### src/rtl/vhpc_pkg.sv
package vhpc_pkg;

  // action codes
  localparam logic [1:0] ACT_ADD   = 2'd0;
  localparam logic [1:0] ACT_CLEAR = 2'd1;
  localparam logic [1:0] ACT_READ  = 2'd2;

  // store select for a read
  localparam logic [1:0] SEL_AXIAL  = 2'd0;
  localparam logic [1:0] SEL_RADIAL = 2'd1;
  localparam logic [1:0] SEL_SPEED  = 2'd2;

  // speed unit: one step per cycle, sqrt runs in the first half of the divide
  localparam int unsigned DIV_STEPS = 64;
  localparam int unsigned SQRT_STEPS = 32;
  localparam int unsigned STEP_W = $clog2(DIV_STEPS);

  localparam logic [31:0] SCALE_RESET = 32'h0001_0000;

  typedef struct packed {
    logic        done;
    logic [31:0] speed;
    logic [63:0] weight;
  } spd_rsp_t;

endpackage

### src/rtl/vhpc_speed_unit.sv
module vhpc_speed_unit (
  input  logic              clk_i,
  input  logic              rst_ni,
  input  logic              start_i,
  input  logic [63:0]       v2_i,
  output vhpc_pkg::spd_rsp_t rsp_o
);
  import vhpc_pkg::*;

  logic              run_q;
  logic [STEP_W-1:0] cnt_q;
  logic              done_q;
  logic [63:0]       xs_q;
  logic [33:0]       srem_q;
  logic [31:0]       root_q;
  logic [63:0]       v_q;
  logic [63:0]       drem_q;
  logic [63:0]       quot_q;
  logic              small_q;
  logic              pow2_q;

  logic [34:0] srem_n;
  logic [34:0] trial;
  logic [64:0] drem_n;
  logic        sqrt_act;

  assign sqrt_act = 32'(cnt_q) < SQRT_STEPS;
  assign srem_n   = {srem_q[32:0], xs_q[63:62]};
  assign trial    = {1'b0, root_q, 2'b01};
  assign drem_n   = {drem_q, 1'b1};

  always_ff @(posedge clk_i or negedge rst_ni) begin
    if (!rst_ni) begin
      run_q  <= 1'b0;
      cnt_q  <= '0;
      done_q <= 1'b0;
    end else begin
      done_q <= 1'b0;
      if (start_i) begin
        run_q <= 1'b1;
        cnt_q <= '0;
      end else if (run_q) begin
        cnt_q <= cnt_q + STEP_W'(1);
        if (cnt_q == STEP_W'(DIV_STEPS - 1)) begin
          run_q  <= 1'b0;
          done_q <= 1'b1;
        end
      end
    end
  end

  always_ff @(posedge clk_i) begin
    if (start_i) begin
      xs_q    <= v2_i;
      srem_q  <= '0;
      root_q  <= '0;
      v_q     <= v2_i;
      drem_q  <= '0;
      quot_q  <= '0;
      small_q <= v2_i < 64'd2;
      pow2_q  <= (v2_i & (v2_i - 64'd1)) == 64'd0;
    end else if (run_q) begin
      // restoring divide of all-ones by V, one quotient bit a cycle
      if (drem_n >= {1'b0, v_q}) begin
        drem_q <= 64'(drem_n - {1'b0, v_q});
        quot_q <= {quot_q[62:0], 1'b1};
      end else begin
        drem_q <= drem_n[63:0];
        quot_q <= {quot_q[62:0], 1'b0};
      end
      // digit-by-digit square root, two radicand bits a cycle
      if (sqrt_act) begin
        xs_q <= {xs_q[61:0], 2'b00};
        if (srem_n >= trial) begin
          srem_q <= 34'(srem_n - trial);
          root_q <= {root_q[30:0], 1'b1};
        end else begin
          srem_q <= srem_n[33:0];
          root_q <= {root_q[30:0], 1'b0};
        end
      end
    end
  end

  // floor((2^64-1)/V), plus one when V is a power of two; V of 0 or 1 saturates
  assign rsp_o.done   = done_q;
  assign rsp_o.speed  = root_q;
  assign rsp_o.weight = small_q ? '1 : quot_q + {63'd0, pow2_q};

endmodule

### config.mk
export PLATFORM = sky130hd
export DESIGN_NAME = vhpc_speed_unit
export DESIGN_NICKNAME = d
export VERILOG_FILES = /design/src/rtl/vhpc_pkg.sv /design/src/rtl/vhpc_speed_unit.sv
export SDC_FILE = /design/constraint.sdc
export NUM_CORES = 1
export LEC_CHECK = 0
export BUFFER_PORTS_ARGS = -buffer_cell sky130_fd_sc_hd__buf_4
export CAP_MARGIN = 20
export CORE_MARGIN = 10
export CORE_UTILIZATION = 47
export CTS_BUF_LIST = sky130_fd_sc_hd__clkbuf_4
export DETAILED_ROUTE_END_ITERATION = 8
export PLACE_DENSITY_LB_ADDON = 0.1
export SETUP_SLACK_MARGIN = 0.1
export SYNTH_ARGS = -nofsm -noshare
export SYNTH_HDL_FRONTEND = slang
export SYNTH_SLANG_ARGS = --single-unit
### constraint.sdc
create_clock -name clk_i -period 4.75 [get_ports clk_i]
set_clock_uncertainty 0.15 [all_clocks]
set_input_delay 0.475 -clock clk_i [delete_from_list [all_inputs] [get_ports clk_i]]
set_output_delay 0.475 -clock clk_i [all_outputs]
set_load 0.01 [all_outputs]
**Yosys cells after proc, flatten, opt, wreduce, memory -nomap -nowiden**

Index checks and enable logic that the tools add are counted.

- Output and inout port bits: 97
- Bits of input ports: 67
- Register bits after elaboration: 331
- Word-level logic and storage cells: 43

- Magnitude comparators: 4
- Bitwise operators: 1
- Reduce and logical (&&, ||, !) cells: 5
- Add/subtract/negate cells: 5
- Equal/unequal tests: 1
- Mux-type cells: 16

Operators with widths:

| operator | count |
|---|---|
| $mux W64 | 5 |
| $ge A65 B64 Y1 | 1 |
| $add A64 B1 Y64 | 1 |
| $and A64 B64 Y64 | 1 |
| $logic_not A64 Y1 | 1 |
| $lt A64 B2 Y1 const B | 1 |
| $sub A64 B1 Y64 const B | 1 |
| $sub A64 B64 Y64 | 1 |
| $ge A35 B34 Y1 | 1 |
| $mux W33 | 1 |
| $sub A33 B33 Y33 | 1 |
| $mux W6 | 2 |
| $mux W1 | 8 |
| $add A6 B1 Y6 const B | 1 |
| $eq A6 B6 Y1 const B | 1 |
| $lt A6 B6 Y1 const B | 1 |
| $reduce_and A2 Y1 | 2 |
| $reduce_bool A2 Y1 | 2 |

**Longest topological paths before layout**

Gate-level depths: netlist of run 1.

- Depth in word-level cells: 4
- Depth in mapped cells: 16
- Gate-level depth less buffers: 14

**Worst setup path after synthesis of run 1**

OpenSTA, ideal clock, no wires.

- Kind: register -> output
- From: register quot_q[0]
- To: output rsp_o[58] in the netlist's numbering
- Path slack: 1.013 ns
- Stages on the path, launching flop included: 15
- Arrival: 3.112 ns
- Required time: 4.125 ns
- Buffers on the path: 1
- Path through: dfxtp_1 ha_1 ha_1 nand3_1 inv_1 nand2_1 or4_1 clkbuf_1 nor2_1 nand2_1 nor3_1 nand4_1 nor2_1 a311oi_1 a41oi_1

RTL lines:

| element | line | RTL |
|---|---|---|
| start: declaration | vhpc_speed_unit.sv:18 | `logic [63:0] quot_q;` |
| start signal: assignment | vhpc_speed_unit.sv:66 | `quot_q <= {quot_q[62:0], 1'b1};` |
| start signal: assignment | vhpc_speed_unit.sv:69 | `quot_q <= {quot_q[62:0], 1'b0};` |
| end: declaration | vhpc_speed_unit.sv:6 | `output vhpc_pkg::spd_rsp_t rsp_o` |

**Worst setup path in the final report of run 1**

- From: input v2_i[19]
- To: register pow2_q (data pin)

- Cells in the longest elaborated chain, start to end: 3

RTL lines:

| element | line | RTL |
|---|---|---|
| start: declaration | vhpc_speed_unit.sv:5 | `input logic [63:0] v2_i,` |
| $sub A64 B1 Y64 | vhpc_speed_unit.sv:61 | `pow2_q <= (v2_i & (v2_i - 64'd1)) == 64'd0;` |
| $and A64 B64 Y64 * | vhpc_speed_unit.sv:61 |  |
| $logic_not A64 Y1 * | vhpc_speed_unit.sv:61 |  |
| end signal: assignment | vhpc_speed_unit.sv:61 |  |
| end: declaration | vhpc_speed_unit.sv:20 | `logic pow2_q;` |

Every way passes the cells marked *; elsewhere a longest branch is shown, timed or not.
A chain may end at the register's enable or synchronous reset.

==> results of run 1 <==
==> worst max-delay path, cell delays in order <==
cell,delay [ns]
dlygate4sd3_1,0.54
buf_4,0.15
or4_1,0.58
or4_4,0.53
nand3b_4,0.18
or2_1,0.33
or4_1,0.43
a21oi_1,0.20
and4_1,0.21
nand4_1,0.10
nor4_1,0.35
nor4bb_1,0.87
==> registers in the layout (all words and copies together) (netlist names) <==
name     count
root_q      32
cnt_q        6
small_q      1
done_q       1
drem_q      64
xs_q        64
srem_q      33
pow2_q       1
run_q        1
v_q         64
quot_q      64
==> path summary, 6_finish.rpt <==
kind,slack [ns],end,depth (start not counted),start
hold reg to reg,0.34,srem_q[0],2,srem_q[0]
min in group asynchronous,0.57,cnt_q[1],3,rst_ni
setup reg to reg,0.75,drem_q[62],13,v_q[2]
hold / removal,0.23,v_q[10],2,v2_i[10]
max in group asynchronous,3.53,run_q,3,rst_ni
setup / recovery,0.16,pow2_q,12,v2_i[19]
==> cells by family (layout without fill, tap and decap cells) <==
kind of cell / after synthesis / in the layout / synth area share (%)
AOI/OAI and AO/OA: 591 / 591 / 18.81
and+or+nand+nor: 697 / 697 / 16.91
muxes: 149 / 149 / 7.803
DFF: 331 / 331 / 39.59
other: 0 / 2 / 0
buffers and inverters: 240 / 546 / 4.545
xor gates and xnor gates: 134 / 134 / 5.832
adders and majority gates: 105 / 105 / 6.516
==> layout make-up <==
type                    count  area, µm²  share of cell area [%]
multi-input cells        1676      11360                   47.76
flip-flops and latches    331       7980                   33.56
repair buffers            257       2142                   9.009
clock buffers             127      953.4                   4.010
well taps                 539      674.4                   2.836
inverters                 123      462.9                   1.947
clock inverters            39      202.7                  0.8525
diodes                      2      5.005                 0.02105
==> layer usage <==
metal	track usage, %	vias to the layer above	share of wire [%]	routed length [µm]
met1	29.15	8339	48	26180
li1	-	8663	-	-
met2	31.47	498	44	23880
met5	0	-	0	0
met3	4.806	77	6.6	3603
met4	7.336	0	2.0	1096
==> placed cells by master, fill, tap and decap left out, drive strengths merged, types with 8 or more instances in the layout <==
master	instances
o21bai	24
a21oi	130
o22ai	45
nand2	169
buf	190
nand2b	64
xnor2	58
and2	12
mux2i	86
a21o	63
and4	15
or2	13
nor2b	15
o211ai	31
a31oi	25
dfxtp	193
o21ai	138
a22o	24
nor4	13
nand4	43
ha	100
nor3	45
nand3	34
nor2	219
or3b	8
dlygate4sd3	67
o31ai	8
or3	19
clkbuf	127
dfrtp	8
xor2	76
a211oi	38
o21a	16
clkinv	37
inv	123
and3	13
edfxtp	130
mux2	63
==> what timing repair did <==
action / in CTS / in global routing
pin swaps: 6 / 2
endpoints found under the hold margin: 162 / 0
endpoints found under the setup margin: 12 / 10
resized for setup: 24 / 7
cloned: 0 / 0
hold buffers: 67 / 0
buffers inserted: 4 / 2
==> where the power goes <==
part	internal (W)	total, W	switching, W
logic	0.00116	0.00257	0.00141
registers	0.00318	0.00330	0.000124
clock network	0.00130	0.00257	0.00127
total	0.00564	0.00845	0.00280
==> through the flow <==
| stage | setup slack [ns] | std cells |
|---|---|---|
| 2_1_floorplan | 1.013 | 2247 |
| 3_3_place_gp | 0.02350 | 2853 |
| 3_5_place_dp | 0.009648 | 2853 |
| 4_1_cts | 0.1079 | 3090 |
| 5_1_grt | 0.04808 | 3094 |
| 6_report | 0.1629 | 3094 |
==> impl_metrics.ini, run 1 <==
[run_status]
status = finished clean

[global_route]
grt_max_degree = 125
grt_pass1_wl_um = 88390
grt_antenna_before_repair = 2
overflow = 0
grt_pass1_vias = 16890
grt_usage_pct = 21.01

[worst_setup_path]
cp.required_ns = 5.09
critPathKind = in2reg
cp-end-kind = flop
critPathLaunchType = input pin
cp_max_fo = 8
critPathArrivalTime_ns = 4.93

[floorplan]
die_y_um = 226.9
io_pins = 164
core_um2 = 42130
start_util_pct = 47.76
die_w_um = 226.9
die_area_um2 = 51500
rows = 75

[clock_tree]
cts_tree = yes
clock-root-buffer = clkbuf_4
cts.sinks = 331
htreeDepth = 3
clk_latency_ns = 0.85
cts_buffers = 92
cts_buffer_depth = 3
clkTransAtPathRegs_ns = 0.07

[cells_and_area]
fillers = 3856
syn2layout_area_growth_pct = 18.15
layout-drive-gt1-share_pct = 17.82
postLayoutCellArea_um2 = 23780
fin_util_pct = 56.43
fin_nets = 2649

[logic_synthesis]
synthDistinctLibCells = 78
syn_inst = 2247
ys_async_sr_fraction_pct = 2.417
synth_ff_type = dfxtp_1
syn_area_per_cell_um2 = 8.956
synth_common_cells = nor2_1 (219), dfxtp_1 (193), nand2_1 (169)
synth_top_area_share_pct = 19.40
synth_nets = 2415
ys_warn_count = 0
synth_top_area_cell = edfxtp_1
synth_area_um2 = 20120
synth_seq_cells = 331
synth_most_common_cell = nor2_1
synth_seq_area_share_pct = 39.59
synth_area_leaders = edfxtp_1 (19%), dfxtp_1 (19%), ha_1 (6.2%)
synth_edf_count = 130

[timing]
finalSetupViolCount = 0
slew_headroom_pct = 29.60
setup-tns-final_ns = 0
finalHoldWorstSlack_ns = 0.2346
hold_viol_final = 0
slew_viol_final = 0
fmax_mhz = 218.0
fin_crit_sh_pct = 96.57
fin_crit_ns = 4.587
worstMarginPinSlew_ns = 1.042
rsz0062_at_grt = true

[route]
avgRoutedWirePerCell_um = 17.70
vias_per_cell = 5.681
drt_iter0_markers = 1236
drc = 0
wl_um = 54760
ant_nets = 0
vias = 17580
drtPass1Iterations = 5

[worst_hold_path]
holdCritPathClass = in2reg

[place]
gp_congestion = 0.9189
placed_cell_area_um2 = 21810
dpl.hpwl_um = 39180
port_buffers = 163

[pwr]
power_w = 0.008446
ir_worst_vdd_v = 0.0003206
leakagePower_nw = 10.42
p_per_area_nw_per_um2 = 355.2

[job]
drv_cap = 0
Power figures use the tool's default switching activity.
==> run 2, diff against run 1 <==
==> constraint.sdc (replaced) <==
create_clock -name clk_i -period 4.75 [get_ports clk_i]
set_clock_uncertainty 0.15 [all_clocks]
set_input_delay 0.7125 -clock clk_i [delete_from_list [all_inputs] [get_ports clk_i]]
set_output_delay 0.7125 -clock clk_i [all_outputs]
set_load 0.01 [all_outputs]
==> run 2 against run 1 <==
  * Clock power rose by 8.6%
  * Core utilization grew 0.74 points
  * Via count is 0.26% lower
  * Fmax grew 1.7%
  * Critical path type is now reg2out
==> impl_metrics.ini, run 2 (synthesized netlist as in run 1, its figures left out) <==
[floorplan]
die_w_um = 226.9
rows = 75
io_pins = 164
die_area_um2 = 51500
die_y_um = 226.9
core_um2 = 42130
start_util_pct = 47.76

[global_route]
grt_antenna_before_repair = 1
grt_max_degree = 121
grt_usage_pct = 20.86
grt_pass1_vias = 16870
overflow = 0
grt_pass1_wl_um = 87530

[clock_tree]
clk_latency_ns = 0.83
cts.sinks = 331
cts_buffers = 91
cts_buffer_depth = 3
cts_tree = yes
clkTransAtPathRegs_ns = 0.06
clock-root-buffer = clkbuf_4
htreeDepth = 3

[place]
gp_congestion = 0.9303
dpl.hpwl_um = 39040
dp.cells = 2857
placed_cell_area_um2 = 21850
pre_cts_slack_ns = 0.2408
port_buffers = 163

[timing]
worstMarginPinSlew_ns = 1.043
hold_viol_final = 0
slew_headroom_pct = 30.50
finalSetupViolCount = 0
finalWorstSetupSlack_ns = 0.2388
slew_viol_final = 0
rsz0062_at_grt = true
fin_crit_sh_pct = 94.97
fmax_mhz = 221.7
fin_crit_ns = 4.511

[cells_and_area]
syn2layout_area_growth_pct = 19.71
fin_cells = 3111
postLayoutCellArea_um2 = 24090
fin_nets = 2664
layout_commonest_cell = nor2_1
mostFrequentLayoutCells = nor2_1 (215), buf_4 (198), dfxtp_1 (190)
layout-drive-gt1-share_pct = 18.79

[route]
drtPass1Iterations = 5
avgRoutedWirePerCell_um = 17.50
highest_layer = met4
wl_um = 54440
ant_nets = 0
drc = 0
wl_met1_um = 26420
wl_met3_um = 3195
vias_per_cell = 5.635
dr_wl_met2_um = 23690
vias = 17530
drt_iter0_markers = 1219

[worst_setup_path]
cp-end-kind = primary output
rr_worst_depth = 14
cp.required_ns = 3.89
cp_max_fo = 4
critPathArrivalTime_ns = 3.65
critPathLaunchType = flop
critPathKind = reg2out

[run_status]
status = finished clean

[pwr]
ir_worst_vdd_v = 0.0002846
p_per_area_nw_per_um2 = 359.1
leakagePower_nw = 10.60

[worst_hold_path]
holdCritPathClass = in2async

[job]
drv_cap = 0
run 2: power by group:
part	switching [W]	total [W]	internal, W
registers	0.000131	0.00331	0.00318
logic	0.00140	0.00255	0.00116
clock network	0.00125	0.00279	0.00153
total	0.00278	0.00865	0.00587
run 2: critical path, stage by stage, from the launching register on:
cell      delay [ns]
edfxtp_1        0.48
ha_4            0.20
ha_4            0.14
nand3_4         0.08
inv_2           0.08
nand2_2         0.06
or4_4           0.55
nor2_4          0.13
nand2_2         0.08
nor3_4          0.14
nand4_1         0.14
buf_4           0.18
o21a_1          0.16
or3_1           0.32
buf_6           0.13
run 2: per-stage QoR:
| step | TNS, ns | util (%) | total power, W | hold slack [ns] |
|---|---|---|---|---|
| global route | 0 | 57.18 | 0.009234 | 0.07391 |
| CTS | -0.03037 | 56.95 | 0.008737 | 0.03216 |
| global placement | 0 | 51.86 | 0.005810 | 0.3042 |
| floorplan | 0 | - | 0.005187 | 0.2669 |
| detailed placement | 0 | 51.86 | 0.005842 | 0.3194 |
| finish | 0 | 57.18 | 0.008651 | 0.1292 |
run 2: timing repair:
item / 4_1_cts / 5_1_grt
pin swaps: 12 / 6
hold buffers: 65 / 0
buffers inserted: 16 / 3
resized for setup: 34 / 12
hold endpoints to repair: 81 / 0
setup endpoints to repair: 23 / 14
run 2: area by class of cell:
cell class              count  area [µm²]
diodes                      1       2.502
flip-flops and latches    331        7975
well taps                 539       674.4
repair buffers            273        2305
clock buffers             137        1028
multi-input cells        1676       11420
inverters                 123       462.9
fillers                  3801       18040
clock inverters            31       226.5
run 2: routing by layer:
metal / vias to the layer above / track usage, %
met3: 87 / 3.941
met5: - / 0
met2: 478 / 31.50
met4: 0 / 7.552
li1: 8699 / -
met1: 8268 / 29.16
run 2: final timing paths:
| kind | start | endpoint | slack [ns] |
|---|---|---|---|
| worst max-delay path | pow2_q | rsp_o[50] | 0.24 |
| worst min-delay path | rst_ni | cnt_q[3] | 0.13 |
| worst max register to register | v_q[4] | drem_q[50] | 0.64 |
| worst min register to register | srem_q[1] | srem_q[1] | 0.33 |
| max in group asynchronous | rst_ni | run_q | 4.13 |
| min in group clk_i | start_i | v_q[38] | 0.21 |
==> run 3, diff against run 2 <==
clock period = 4.9 ns   (was 4.75 ns; I/O delays follow)
==> run 3 against run 2 <==
  * Cell area down 1.1%
  * Sequential share of layout area up 0.36 points
  * Largest cell class unchanged
  * Critical path depth down 2
==> impl_metrics.ini, run 3 (synthesized netlist as in run 1, its figures left out) <==
[worst_setup_path]
critPathMaxStageDelay_ns = 0.47
critPathLaunchType = flop
critPathKind = reg2out
critPathArrivalTime_ns = 3.72
path_buf_inv = 2
cp-end-kind = primary output
cp.required_ns = 4.01
cp_max_fo = 7
cp_top_family = simple AND/OR/NAND/NOR gates
path_cells = and4_4 > nand4_1 > nor4_1 > buf_4 > and2_4 > nand2_2 > nor2_4 > and4_4 > nand2b_4 > o21ai_0 > or3b_2 > buf_4
cp_slowest_cell = or3b_2

[pwr]
p_per_area_nw_per_um2 = 343.3
ir_worst_vdd_v = 0.0003172
p_comb_share_pct = 30.1
intPower_w = 0.005482
leakagePower_nw = 10.45
p_switching_w = 0.002700
switching_share_pct = 33.00
clockPowerShare_pct = 30.7
power_w = 0.008181
seqPwrFrac_pct = 39.2

[global_route]
grt_usage_pct = 20.93
grt_antenna_before_repair = 1
grt_max_degree = 92
grt_pass1_wl_um = 88080
overflow = 0
grt_pass1_vias = 16800

[route]
drc = 0
drt_iter0_markers = 1270
vias = 17330
drtPass1Iterations = 5
ant_nets = 0
vias_per_cell = 5.598
avgRoutedWirePerCell_um = 17.64
wl_um = 54610

[timing]
finalSetupViolCount = 0
rsz0062_at_grt = false
fmax_mhz = 217.1
finalWorstSetupSlack_ns = 0.2948
fin_crit_sh_pct = 93.98
hold_viol_final = 0
setup-tns-final_ns = 0
worstMarginPinSlew_ns = 1.051
fin_crit_ns = 4.605
slew_viol_final = 0
slew_headroom_pct = 29.91

[run_status]
status = finished clean

[cells_and_area]
layout_commonest_cell = nor2_1
layout-drive-gt1-share_pct = 17.81
syn2layout_area_growth_pct = 18.42
mostFrequentLayoutCells = nor2_1 (215), buf_4 (192), dfxtp_1 (191)
fin_cells = 3096
fin_nets = 2651
fin_util_pct = 56.56

[floorplan]
io_pins = 164
core_um2 = 42130
start_util_pct = 47.76
die_y_um = 226.9
die_w_um = 226.9
die_area_um2 = 51500
rows = 75

[place]
port_buffers = 163
pre_cts_slack_ns = 0.3554
dp.cells = 2857
gp_congestion = 0.9611
dpl.hpwl_um = 39190

[clock_tree]
clk_latency_ns = 0.85
cts.sinks = 331
htreeDepth = 3
clock-root-buffer = clkbuf_4
cts_buffers = 89
cts_tree = yes
clkTransAtPathRegs_ns = 0.07
cts_buffer_depth = 3

[job]
drv_cap = 0

[worst_hold_path]
holdCritPathClass = in2reg
[run 3: cell count changes in the layout (fill, tap and decap cells not counted), moves of 3 or more]
cell	before	now
clkinv_1	22	28
clkbuf_4	137	125
buf_4	198	192
clkinvlp_4	0	3
[run 3: path summary, 6_finish.rpt]
kind | startpoint | to | slack (ns) | cells past startpoint
setup / recovery | quot_q[21] | rsp_o[59] | 0.29 | 12
min in group asynchronous | rst_ni | cnt_q[1] | 0.19 | 2
setup reg to reg | v_q[2] | drem_q[62] | 0.88 | 13
hold / removal | start_i | v_q[10] | 0.18 | 1
hold reg to reg | srem_q[1] | srem_q[1] | 0.33 | 2
max in group asynchronous | rst_ni | run_q | 4.25 | 2
[run 3: worst reg2reg max path: cells and delay by family (launching register included)]
kind,cells,cell delay [ns]
AOI/OAI and AO/OA,8,2.60
DFF,1,0.38
adders and majority gates,1,0.28
and+or+nand+nor,1,0.17
xor gates and xnor gates,1,0.17
muxes,1,0.08
buffers and inverters,1,0.06
[run 3: power groups by stage]
stage / combinational [W] / sequential (W) / clock [W]
CTS: 0.00245 / 0.00321 / 0.00260
detailed placement: 0.00239 / 0.00326 / 0
floorplan: 0.00181 / 0.00322 / 0
global placement: 0.00236 / 0.00326 / 0
global route: 0.00276 / 0.00323 / 0.00275
finish: 0.00246 / 0.00321 / 0.00251
[run 3: final cells by class]
| cell class | count | area, µm² |
|---|---|---|
| Fill cell | 3800 | 18300 |
| Multi-Input combinational cell | 1676 | 11380 |
| Sequential cell | 331 | 7974 |
| Timing Repair Buffer | 262 | 2170 |
| Clock buffer | 125 | 938.4 |
| Tap cell | 539 | 674.4 |
| Inverter | 123 | 462.9 |
| Clock inverter | 38 | 224.0 |
| Antenna cell | 2 | 5.005 |
[run 3: per-stage QoR]
step | hold WS [ns] | instance area [µm²]
after global routing | 0.1439 | 23830
after CTS | 0.08946 | 23790
final | 0.1776 | 23830
after detailed placement | 0.3285 | 21830
after global placement | 0.3025 | 21830
after floorplan | 0.2864 | 20120
[run 3: timing repair]
item                                   4_1_cts  5_1_grt
setup endpoints to repair                   17        9
setup buffers                                8        1
endpoints found under the hold margin       75        0
gates resized for setup                     28        7
hold buffers                                65        0
pin swaps                                    7        4
[run 3: per-layer routing]
| layer | wire [µm] | GRT usage (%) |
|---|---|---|
| met1 | 26660 | 29.42 |
| met2 | 23940 | 31.80 |
| met3 | 3062 | 3.863 |
| met4 | 944 | 6.838 |
| met5 | 0 | 0 |
